==> src/rtl/pnlm_pkg.sv <==
package pnlm_pkg;

	// Store geometry.
	localparam int MAX_WIDTH      = 64;
	localparam int MAX_HEIGHT     = 64;
	localparam int MAX_CHANNELS   = 3;
	localparam int MAX_HALF_PATCH = 4;

	localparam int COL_W      = $clog2(MAX_WIDTH);
	localparam int ROW_W      = $clog2(MAX_HEIGHT);
	localparam int SITE_W     = COL_W + ROW_W;
	localparam int SITES      = MAX_WIDTH * MAX_HEIGHT;
	localparam int CH_W       = 2;
	localparam int HP_W       = 3;
	localparam int DIM_W      = 7;
	localparam int PATCH_SPAN = 2 * MAX_HALF_PATCH + 1;
	localparam int SPAN_W     = $clog2(PATCH_SPAN);
	localparam int WT_DEPTH   = PATCH_SPAN * PATCH_SPAN;
	localparam int WT_AW      = $clog2(WT_DEPTH);

	// Arithmetic widths.
	localparam int PIX_W   = 16;
	localparam int CONF_W  = 17;
	localparam int FLD_W   = 13;
	localparam int W_W     = 32;
	localparam int PROD_W  = PIX_W + W_W;
	localparam int WSUM_W  = W_W + $clog2(WT_DEPTH);
	localparam int CSUM_W  = PROD_W + $clog2(WT_DEPTH);
	localparam int NUM_W   = CSUM_W + 1;
	localparam int SQ_W    = 2 * PIX_W;
	localparam int TOT_W   = 48;
	localparam int CONF_ONE = 65536;
	localparam logic [TOT_W-1:0] TOT_MAX = '1;

	localparam int APB_AW = 5;

	typedef enum logic [2:0] {
		CMD_LOAD_PIX    = 3'd0,
		CMD_LOAD_FIELD  = 3'd1,
		CMD_LOAD_MASK   = 3'd2,
		CMD_LOAD_WEIGHT = 3'd3,
		CMD_START       = 3'd4,
		CMD_READ        = 3'd5
	} cmd_code_t;

	typedef enum logic {
		RES_PIXEL = 1'b0,
		RES_PASS  = 1'b1
	} res_kind_t;

	typedef enum logic [2:0] {
		REG_WIDTH    = 3'd0,
		REG_HEIGHT   = 3'd1,
		REG_CHANS    = 3'd2,
		REG_HPX      = 3'd3,
		REG_HPY      = 3'd4,
		REG_USE_CONF = 3'd5
	} reg_idx_t;

	typedef enum logic [3:0] {
		ST_CLEAR, ST_IDLE, ST_PIX, ST_PIX_W, ST_WIN, ST_WIN_W, ST_MUL, ST_ADD,
		ST_CTR, ST_CTR_W, ST_DGO, ST_DIV, ST_WB, ST_TOT, ST_NEXT, ST_DONE
	} state_t;

	typedef struct packed {
		logic [DIM_W-1:0] width;
		logic [DIM_W-1:0] height;
		logic [CH_W-1:0]  chans;
		logic [HP_W-1:0]  hpx;
		logic [HP_W-1:0]  hpy;
		logic             use_conf;
	} cfg_t;

	typedef struct packed {
		logic [2:0]        command;
		logic [COL_W-1:0]  pos_x;
		logic [ROW_W-1:0]  pos_y;
		logic [CH_W-1:0]   channel;
		logic [PIX_W-1:0]  pixel_in;
		logic [6:0]        field_x;
		logic [5:0]        field_y;
		logic              in_domain;
		logic [CONF_W-1:0] confidence;
		logic [15:0]       weight_in;
	} item_t;

	typedef struct packed {
		logic clr;
		logic accept;
		logic rd_move;
		logic pix_rd;
		logic pix_eval;
		logic win_rd;
		logic win_eval;
		logic mul;
		logic add;
		logic ctr_rd;
		logic ctr_eval;
		logic div_start;
		logic wb;
		logic tot;
		logic next_pix;
		logic done_load;
	} cmd_t;

	typedef struct packed {
		logic clr_last;
		logic rd_pend;
		logic out_full;
		logic dom_hit;
		logic win_last;
		logic wsum_zero;
		logic div_done;
		logic ch_last;
		logic img_last;
	} stat_t;

endpackage

==> src/rtl/pnlm_ctrl.sv <==
module pnlm_ctrl (
	input  logic                clk,
	input  logic                arst_n,
	input  logic                item_valid,
	input  logic                start_req,
	input  logic                out_ready,
	input  pnlm_pkg::stat_t     stat,
	output logic                item_ready,
	output pnlm_pkg::cmd_t      cmd
);

	pnlm_pkg::state_t state_q;
	pnlm_pkg::state_t state_nxt;
	logic             move;

	always_ff @(posedge clk or negedge arst_n) begin
		if (!arst_n) begin
			state_q <= pnlm_pkg::ST_CLEAR;
		end else begin
			state_q <= state_nxt;
		end
	end

	always_comb begin
		cmd        = '0;
		state_nxt  = state_q;
		item_ready = 1'b0;
		move       = stat.rd_pend && (!stat.out_full || out_ready);
		case (state_q)
			pnlm_pkg::ST_CLEAR: begin
				cmd.clr = 1'b1;
				if (stat.clr_last) begin
					state_nxt = pnlm_pkg::ST_IDLE;
				end
			end
			pnlm_pkg::ST_IDLE: begin
				cmd.rd_move = move;
				item_ready  = !stat.rd_pend || move;
				cmd.accept  = item_valid && item_ready;
				if (cmd.accept && start_req) begin
					state_nxt = pnlm_pkg::ST_PIX;
				end
			end
			pnlm_pkg::ST_PIX: begin
				cmd.pix_rd = 1'b1;
				state_nxt  = pnlm_pkg::ST_PIX_W;
			end
			pnlm_pkg::ST_PIX_W: begin
				cmd.pix_eval = 1'b1;
				state_nxt    = stat.dom_hit ? pnlm_pkg::ST_WIN : pnlm_pkg::ST_NEXT;
			end
			pnlm_pkg::ST_WIN: begin
				cmd.win_rd = 1'b1;
				state_nxt  = pnlm_pkg::ST_WIN_W;
			end
			pnlm_pkg::ST_WIN_W: begin
				cmd.win_eval = 1'b1;
				state_nxt    = pnlm_pkg::ST_MUL;
			end
			pnlm_pkg::ST_MUL: begin
				cmd.mul   = 1'b1;
				state_nxt = pnlm_pkg::ST_ADD;
			end
			pnlm_pkg::ST_ADD: begin
				cmd.add   = 1'b1;
				state_nxt = stat.win_last ? pnlm_pkg::ST_CTR : pnlm_pkg::ST_WIN;
			end
			pnlm_pkg::ST_CTR: begin
				cmd.ctr_rd = 1'b1;
				state_nxt  = pnlm_pkg::ST_CTR_W;
			end
			pnlm_pkg::ST_CTR_W: begin
				cmd.ctr_eval = 1'b1;
				state_nxt    = stat.wsum_zero ? pnlm_pkg::ST_NEXT : pnlm_pkg::ST_DGO;
			end
			pnlm_pkg::ST_DGO: begin
				cmd.div_start = 1'b1;
				state_nxt     = pnlm_pkg::ST_DIV;
			end
			pnlm_pkg::ST_DIV: begin
				if (stat.div_done) begin
					state_nxt = pnlm_pkg::ST_WB;
				end
			end
			pnlm_pkg::ST_WB: begin
				cmd.wb    = 1'b1;
				state_nxt = pnlm_pkg::ST_TOT;
			end
			pnlm_pkg::ST_TOT: begin
				cmd.tot   = 1'b1;
				state_nxt = stat.ch_last ? pnlm_pkg::ST_NEXT : pnlm_pkg::ST_DGO;
			end
			pnlm_pkg::ST_NEXT: begin
				cmd.next_pix = 1'b1;
				state_nxt    = stat.img_last ? pnlm_pkg::ST_DONE : pnlm_pkg::ST_PIX;
			end
			pnlm_pkg::ST_DONE: begin
				if (!stat.out_full || out_ready) begin
					cmd.done_load = 1'b1;
					state_nxt     = pnlm_pkg::ST_IDLE;
				end
			end
			default: begin
				state_nxt = pnlm_pkg::ST_IDLE;
			end
		endcase
	end

endmodule

==> config.mk <==
export PLATFORM = sky130hd
export DESIGN_NAME = pnlm_ctrl
export DESIGN_NICKNAME = d
export VERILOG_FILES = /design/src/rtl/pnlm_pkg.sv /design/src/rtl/pnlm_ctrl.sv
export SDC_FILE = /design/constraint.sdc
export NUM_CORES = 1
export LEC_CHECK = 0
export BUFFER_PORTS_ARGS = -buffer_cell sky130_fd_sc_hd__buf_2
export CAP_MARGIN = 20
export CORE_AREA = 4 4 41 43
export CTS_CLUSTER_DIAMETER = 150
export DETAILED_ROUTE_END_ITERATION = 8
export DIE_AREA = 0 0 45 47
export HOLD_SLACK_MARGIN = 0.12
export PLACE_DENSITY = 0.71
export SYNTH_ARGS = -nofsm -noshare
export SYNTH_HDL_FRONTEND = slang
export SYNTH_SLANG_ARGS = --single-unit
export TNS_END_PERCENT = 30
==> constraint.sdc <==
create_clock -name clk -period 2.9 [get_ports clk]
set_input_delay 0.58 -clock clk [delete_from_list [all_inputs] [get_ports clk]]
set_output_delay 0.58 -clock clk [all_outputs]
set_load 0.01 [all_outputs]
==> results of run 1 <==
[area by class of cell]
cell class / count / share of cell area (%)
clock buffer: 3 / 3.53
timing repair buffer: 30 / 23.5
inverter: 2 / 1.18
multi-input combinational: 55 / 53.1
sequential: 4 / 15.7
tap: 15 / 2.94
[logic make-up (layout without fill, tap and decap cells)]
group           after synthesis  in the layout
simple gates                 39             39
buf+inv                       9             35
flops                         4              4
compound gates               16             16
[how the worst max path moves through the flow]
stage | from | endpoint | slack [ns]
floorplan | state_q[2] | cmd[14] | 0.97
global placement | state_q[0] | cmd[14] | 0.94
detailed placement | state_q[0] | cmd[14] | 0.87
CTS | state_q[0] | cmd[14] | 0.61
global route | state_q[0] | cmd[14] | 0.42
finish | state_q[0] | cmd[14] | 0.62
[metal layers]
| layer | GRT usage, % | vias to the layer above |
|---|---|---|
| li1 | - | 301 |
| met1 | 18.5 | 253 |
| met2 | 20.3 | 24 |
| met3 | 6.51 | 2 |
| met4 | 3.51 | 0 |
| met5 | 0 | - |
[power by group]
part	switching, mW	internal, mW	total [mW]	leakage, nW
Clock	0.0241	0.0464	0.0705	0.0138
Combinational	0.202	0.168	0.371	0.254
Sequential	0.0985	0.0856	0.184	0.0471
[metrics by stage]
| stage | utilization [%] | total power [mW] | hold slack [ns] | cells |
|---|---|---|---|---|
| detailed placement | 47.3 | 0.557 | 0.388 | 106 |
| finish | 49.0 | 0.625 | 0.134 | 109 |
| CTS | 49.0 | 0.631 | 0.131 | 109 |
| global route | 49.0 | 0.691 | 0.130 | 109 |
| global placement | 47.3 | 0.550 | 0.385 | 106 |
| floorplan | - | 0.481 | 0.284 | 68 |
[cell usage after synthesis, drive strengths merged]
master	n
clkbuf	3
a21oi	1
dfrtp	4
o41ai	1
a2bb2oi	1
or3b	1
nand3	3
a41oi	2
a311o	1
a31oi	2
nand2b	4
nor3	5
nor3b	1
and2	1
o32a	1
inv	2
o32ai	1
nand4b	1
and2b	1
o21a	1
buf	4
nor4b	1
a21o	1
o311ai	1
or2	2
nand2	5
nor2	11
nor2b	1
nand3b	1
a21boi	1
o21ai	2
or4	1
[worst max-delay path: stages, from the launching register on]
cell and delay, ns:
dfrtp_1 0.62, nand2b_1 0.28, nor3b_1 0.28, and2_1 0.15, buf_2 0.12
==> impl_summary.txt, run 1 <==
----------------------------------------------------
[Setup path]
  Origin of the critical flop-to-flop path ... state_q[0]
  Type of destination of the critical path ... output pin
  R2r setup slk ... 1.14 ns
  Worst-case reg-to-reg path depth ... 4
  Maximum fanout along the worst path ... 18
  Endpoint required time on the critical path ... 2.32 ns
  Type of the worst setup path ... reg -> out
  Reg2Reg Capture Point ... state_q[1]
  Sort of element at the start of the critical path ... flop
  Worst path arrival time ... 1.70 ns

[Routing]
  Iteration-0 DRC count of the detailed router ... 17
  Top layer reached by signal wires ... met4
  Post-route met1 wirelength ... 572 um
  Post-route DRC violation count ... 0
  Antenna Violating Nets Remaining ... 0
  Via density ... 5.32
  Iteration count of the initial detailed-routing pass ... 4
  Met3 Routed Length ... 123 um
  Via total after detailed routing ... 580
  Routed len/inst ... 12.4 um
  Met2 routed WL ... 659 um
  Post-detailed-routing wire length ... 1360 um

[Layout]
  Most used cells in the layout excluding fill and tap cells ... buf_2 (30), nor2_1 (11), nor3_1 (5)
  Filler cells ... 145
  Largest register by flop count ... state_q
  Area taken by flip-flops and latches ... 100 um2
  Ant diodes ... 0
  Max reg flops ... 4
  Largest regs ... state_q: 4 flops
  Most common cell after layout, fill and taps aside ... buf_2
  Area taken by multi-input logic gates ... 339 um2
  Number of nets in the layout ... 110
  Signed area change from the synthesized netlist to the final layout ... 31.1%
  Final design instance area without fill ... 638 um2
  Layout cells sized above 1 ... 37.2%

[Die]
  Height of the chip ... 47 um
  Placement row count ... 13
  Chip Width ... 45 um
  IO Count ... 31
  Core footprint ... 1300 um2
  Die outline area ... 2120 um2
  Initial Util ... 37.4%

[Yosys]
  YS warnings ... 0
  Syn Area/Cell ... 7.16 um2
  Cell types with the largest area share after synthesis ... dfrtp_1 (21%), nor2_1 (8.5%), nand2b_1 (5.1%), nor3_1 (5.1%), a41oi_1 (3.6%)
  Post-synthesis instance total ... 68
  Xor/xnor share of the synthesized area ... 0%
  Synthesized cell area ... 487 um2
  Main combinational cell family by area after synthesis ... simple AND/OR/NAND/NOR gates
  Fraction of the mapped netlist area in adder cells ... 0%
  Fraction of the yosys area taken by sequential cells ... 20.6%
  Portion of synthesized cell area occupied by the leading cell type ... 20.6%
  Yosys top cell by area ... dfrtp_1
  Synthesis-stage register bit count ... 4
  Area fraction in and, or, nand and nor cells after synthesis ... 42.9%
  Post-synthesis mux area share ... 0%
  Synthesized Nets ... 82
  Compound-Gate Fraction of Synth Area ... 26.7%
  Distinct cells, synth ... 36

[CTS]
  CTS tree ... yes
  CTS root buf ... clkbuf_4
  Post-CTS Setup Bufs ... 0
  Clock buffers created by TritonCTS ... 3
  Clock input transition at the sequential cells of the worst setup and hold paths ... 0.04 ns
  Post-cts hold buffer count ... 0
  Later-pin clock latency in the skew report ... 0.24 ns
  Worst-case clock buffer depth ... 2
  Resized cells post-CTS ... 0
  H-Tree Level Count ... 1
  CTS Sinks ... 4

[Placement]
  Final Wtd Congestion ... 0.765
  Minimum setup slack after placement ... 0.872 ns
  Placed instance area ... 616 um2
  Number of input and output port buffers inserted ... 30
  Detailed-placement wirelength estimate ... 1040 um

[Timing]
  Fmax ... 439 MHz
  Final number of hold-violating endpoints ... 0
  Clock period minus worst slack ... 2.28 ns
  Final period util ... 78.5%
  Worst Setup Slack, final ... 0.623 ns
  Clk_skew ... 0.00315 ns
  Setup repair after global routing missed its margin ... false
  Rel. slew slack ... 68.6%
  Final-report setup violation count ... 0
  Tightest Pin Transition ... 0.471 ns
  Setup TNS after final layout ... 0 ns
  Number of slew-limit violations in the final report ... 0

[Power and ir drop]
  Leakage ... 0.315 nW
  Maximum ir drop on the vdd rail ... 547 uV
  Total power divided by cell area ... 980 nW/um2

[Global route]
  Pin count of the biggest net entering global routing ... 19
  GRT Util Overall ... 13.9%
  Global-route wire length before repair ... 2130 um
  Overflow left after global routing ... 0
  Initial antenna violation count ... 0
  Via count of the first global-routing pass ... 479

[Worst hold path]
  Kind of path behind the tightest hold check ... in -> async

[Flow run]
  Max cap viols ... 0

[Run status]
  Outcome ... finished, final reports clean

----------------------------------------------------
No activity file was read; power rests on OpenSTA's default activity.
==> inputs of run 2 (changes only) <==
CORE_AREA = unset   (was 4 4 41 43)
CORE_MARGIN = 4   (was unset)
CORE_UTILIZATION = 36   (was unset)
DIE_AREA = unset   (was 0 0 45 47)
PLACE_DENSITY = 0.72   (was 0.71)
clock period = 2 ns   (was 2.9 ns; I/O delays follow)
==> run 2 against run 1 <==
Compared with the run above:
- setup slack worse by 0.48 ns
- sequential power rose by 4%
- global-route usage increased by 2.8 points
- power up 59%
- design area is 7.5% higher
- first-iteration DRC count is 5.9% lower
- sequential share of layout area is 0.91 points lower
- flip-flop and latch count did not move
- critical path depth is the same
- final cell count increased by 3.7%
- worst hold slack improved by 0.39 ns
- clock power is 40% higher
==> impl_summary.txt, run 2 (same netlist as run 1, synthesis figures left out) <==
----------------------------------------------------
[Run status]
  Outcome ... finished, final reports clean

[Placement]
  Final Wtd Congestion ... 0.800
  Detailed-placement wirelength estimate ... 1200 um
  Number of input and output port buffers inserted ... 30
  Minimum setup slack after placement ... 0.252 ns
  Inst Count DP ... 109

[Power and ir drop]
  Combinational fraction of design power ... 70.8%
  Switching power ... 0.498 mW
  Leakage ... 0.340 nW
  Switching portion of total power ... 50.1%
  Power share of the sequential group ... 19.3%
  P_int ... 0.496 mW
  Maximum ir drop on the vdd rail ... 930 uV
  Total power consumption of the routed design ... 0.994 mW
  Clock share of power ... 9.9%
  Total power divided by cell area ... 1450 nW/um2

[CTS]
  CTS tree ... yes
  H-Tree Level Count ... 1
  CTS root buf ... clkbuf_4
  Clock input transition at the sequential cells of the worst setup and hold paths ... 0.04 ns
  Worst-case clock buffer depth ... 2
  Clock buffers created by TritonCTS ... 3
  Post-CTS Setup Bufs ... 0
  CTS Sinks ... 4
  Later-pin clock latency in the skew report ... 0.23 ns

[Setup path]
  Type of destination of the critical path ... output pin
  Type of the worst setup path ... reg -> out
  Worst-case reg-to-reg path depth ... 5
  CP peak stage delay ... 0.45 ns
  R2r setup slk ... 0.32 ns
  Worst path arrival time ... 1.46 ns
  Ordered cell list for the critical path ... nand2b_2, nor3b_2, and2_1, buf_2
  Sort of element at the start of the critical path ... flop
  Origin of the critical flop-to-flop path ... state_q[1]
  Highest-delay cell along the critical path ... dfrtp_1
  Reg2Reg Capture Point ... state_q[1]
  Maximum fanout along the worst path ... 9
  Endpoint required time on the critical path ... 1.60 ns

[Routing]
  Via total after detailed routing ... 620
  Antenna Violating Nets Remaining ... 0
  Post-detailed-routing wire length ... 1540 um
  Routed len/inst ... 13.7 um
  Post-route DRC violation count ... 0
  Via density ... 5.49
  Iteration-0 DRC count of the detailed router ... 16
  Iteration count of the initial detailed-routing pass ... 4

[Timing]
  Final period util ... 92.8%
  Worst Setup Slack, final ... 0.144 ns
  Setup TNS after final layout ... 0 ns
  Final number of hold-violating endpoints ... 0
  Number of slew-limit violations in the final report ... 0
  Tightest Pin Transition ... 0.279 ns
  Final-report setup violation count ... 0
  Clk_skew ... 0.00164 ns
  Rel. slew slack ... 81.1%
  Fmax ... 539 MHz
  Clock period minus worst slack ... 1.86 ns
  Setup repair after global routing missed its margin ... false

[Worst hold path]
  Kind of path behind the tightest hold check ... in -> async

[Die]
  Die outline area ... 2000 um2
  Initial Util ... 41.0%
  IO Count ... 31
  Chip Width ... 44.8 um
  Core footprint ... 1190 um2
  Height of the chip ... 44.8 um
  Placement row count ... 12

[Layout]
  Largest register by flop count ... state_q
  Signed area change from the synthesized netlist to the final layout ... 40.9%
  Ant diodes ... 0
  Largest regs ... state_q: 4 flops
  Most common cell after layout, fill and taps aside ... buf_2
  Max reg flops ... 4
  Number of nets in the layout ... 115
  Most used cells in the layout excluding fill and tap cells ... buf_2 (30), nor2_1 (11), nor3_1 (5), nand2_1 (4), buf_4 (4)
  Number of standard cells in the final layout excluding fillers ... 113
  Layout cells sized above 1 ... 42.4%

[Global route]
  Overflow left after global routing ... 0
  Global-route wire length before repair ... 2530 um
  Initial antenna violation count ... 0
  GRT Util Overall ... 16.8%
  Pin count of the biggest net entering global routing ... 14
  Via count of the first global-routing pass ... 588

[Flow run]
  Max cap viols ... 0

----------------------------------------------------
==> run 2: power groups by stage <==
stage / clock network [mW] / logic, mW / registers (mW)
finish: 0.0987 / 0.704 / 0.192
global route: 0.115 / 0.779 / 0.206
CTS: 0.102 / 0.696 / 0.187
detailed placement: 0 / 0.692 / 0.187
global placement: 0 / 0.682 / 0.182
floorplan: 0 / 0.546 / 0.151
==> run 2: critical path, delay by kind of cell, from the launching register on <==
family,cells,cell delay [ns]
buffers and inverters,1,0.13
and+or+nand+nor,3,0.65
DFF,1,0.45
==> run 2: worst max path at each step <==
| stage | start | to | slack (ns) | cells after the start |
|---|---|---|---|---|
| 3_3_place_gp | state_q[1] | state_q[1] | 0.33 | 5 |
| 3_5_place_dp | state_q[0] | cmd[14] | 0.25 | 4 |
| 6_report | state_q[1] | cmd[14] | 0.14 | 4 |
| 5_1_grt | state_q[2] | cmd[13] | 0.01 | 3 |
| 2_1_floorplan | state_q[2] | cmd[14] | 0.25 | 4 |
| 4_1_cts | state_q[0] | cmd[14] | 0.006 | 4 |
==> run 2: routing by layer <==
metal | routed length [um] | up-vias | GRT usage [%] | share of wire (%)
met4 | 8 | 0 | 7.02 | 0.52
met5 | 0 | - | 0 | 0
li1 | - | 311 | - | -
met2 | 805 | 11 | 25.2 | 52
met3 | 73 | 2 | 3.19 | 4.7
met1 | 657 | 296 | 23.3 | 43
==> run 2: cell type report <==
cell class / count / area (um2)
Fill cell: 122 / 500
Tap cell: 14 / 17.5
Multi-Input combinational cell: 55 / 347
Inverter: 2 / 7.51
Sequential cell: 4 / 101
Clock buffer: 3 / 22.5
Timing Repair Buffer: 35 / 190
==> run 2: repair_timing <==
| action | CTS | global route |
|---|---|---|
| hold buffers | 1 | 0 |
| resized for setup | 0 | 3 |
| endpoints found under the setup margin | 0 | 3 |
| endpoints found under the hold margin | 4 | 0 |
==> run 2: per-stage QoR <==
| stage | util (%) | instance area [um2] | hold WS [ns] |
|---|---|---|---|
| 2_1_floorplan | - | 487 | 0.104 |
| 3_3_place_gp | 54.3 | 644 | 0.210 |
| 3_5_place_dp | 54.3 | 644 | 0.208 |
| 4_1_cts | 57.1 | 677 | 0.496 |
| 5_1_grt | 57.8 | 686 | 0.527 |
| 6_report | 57.8 | 686 | 0.522 |
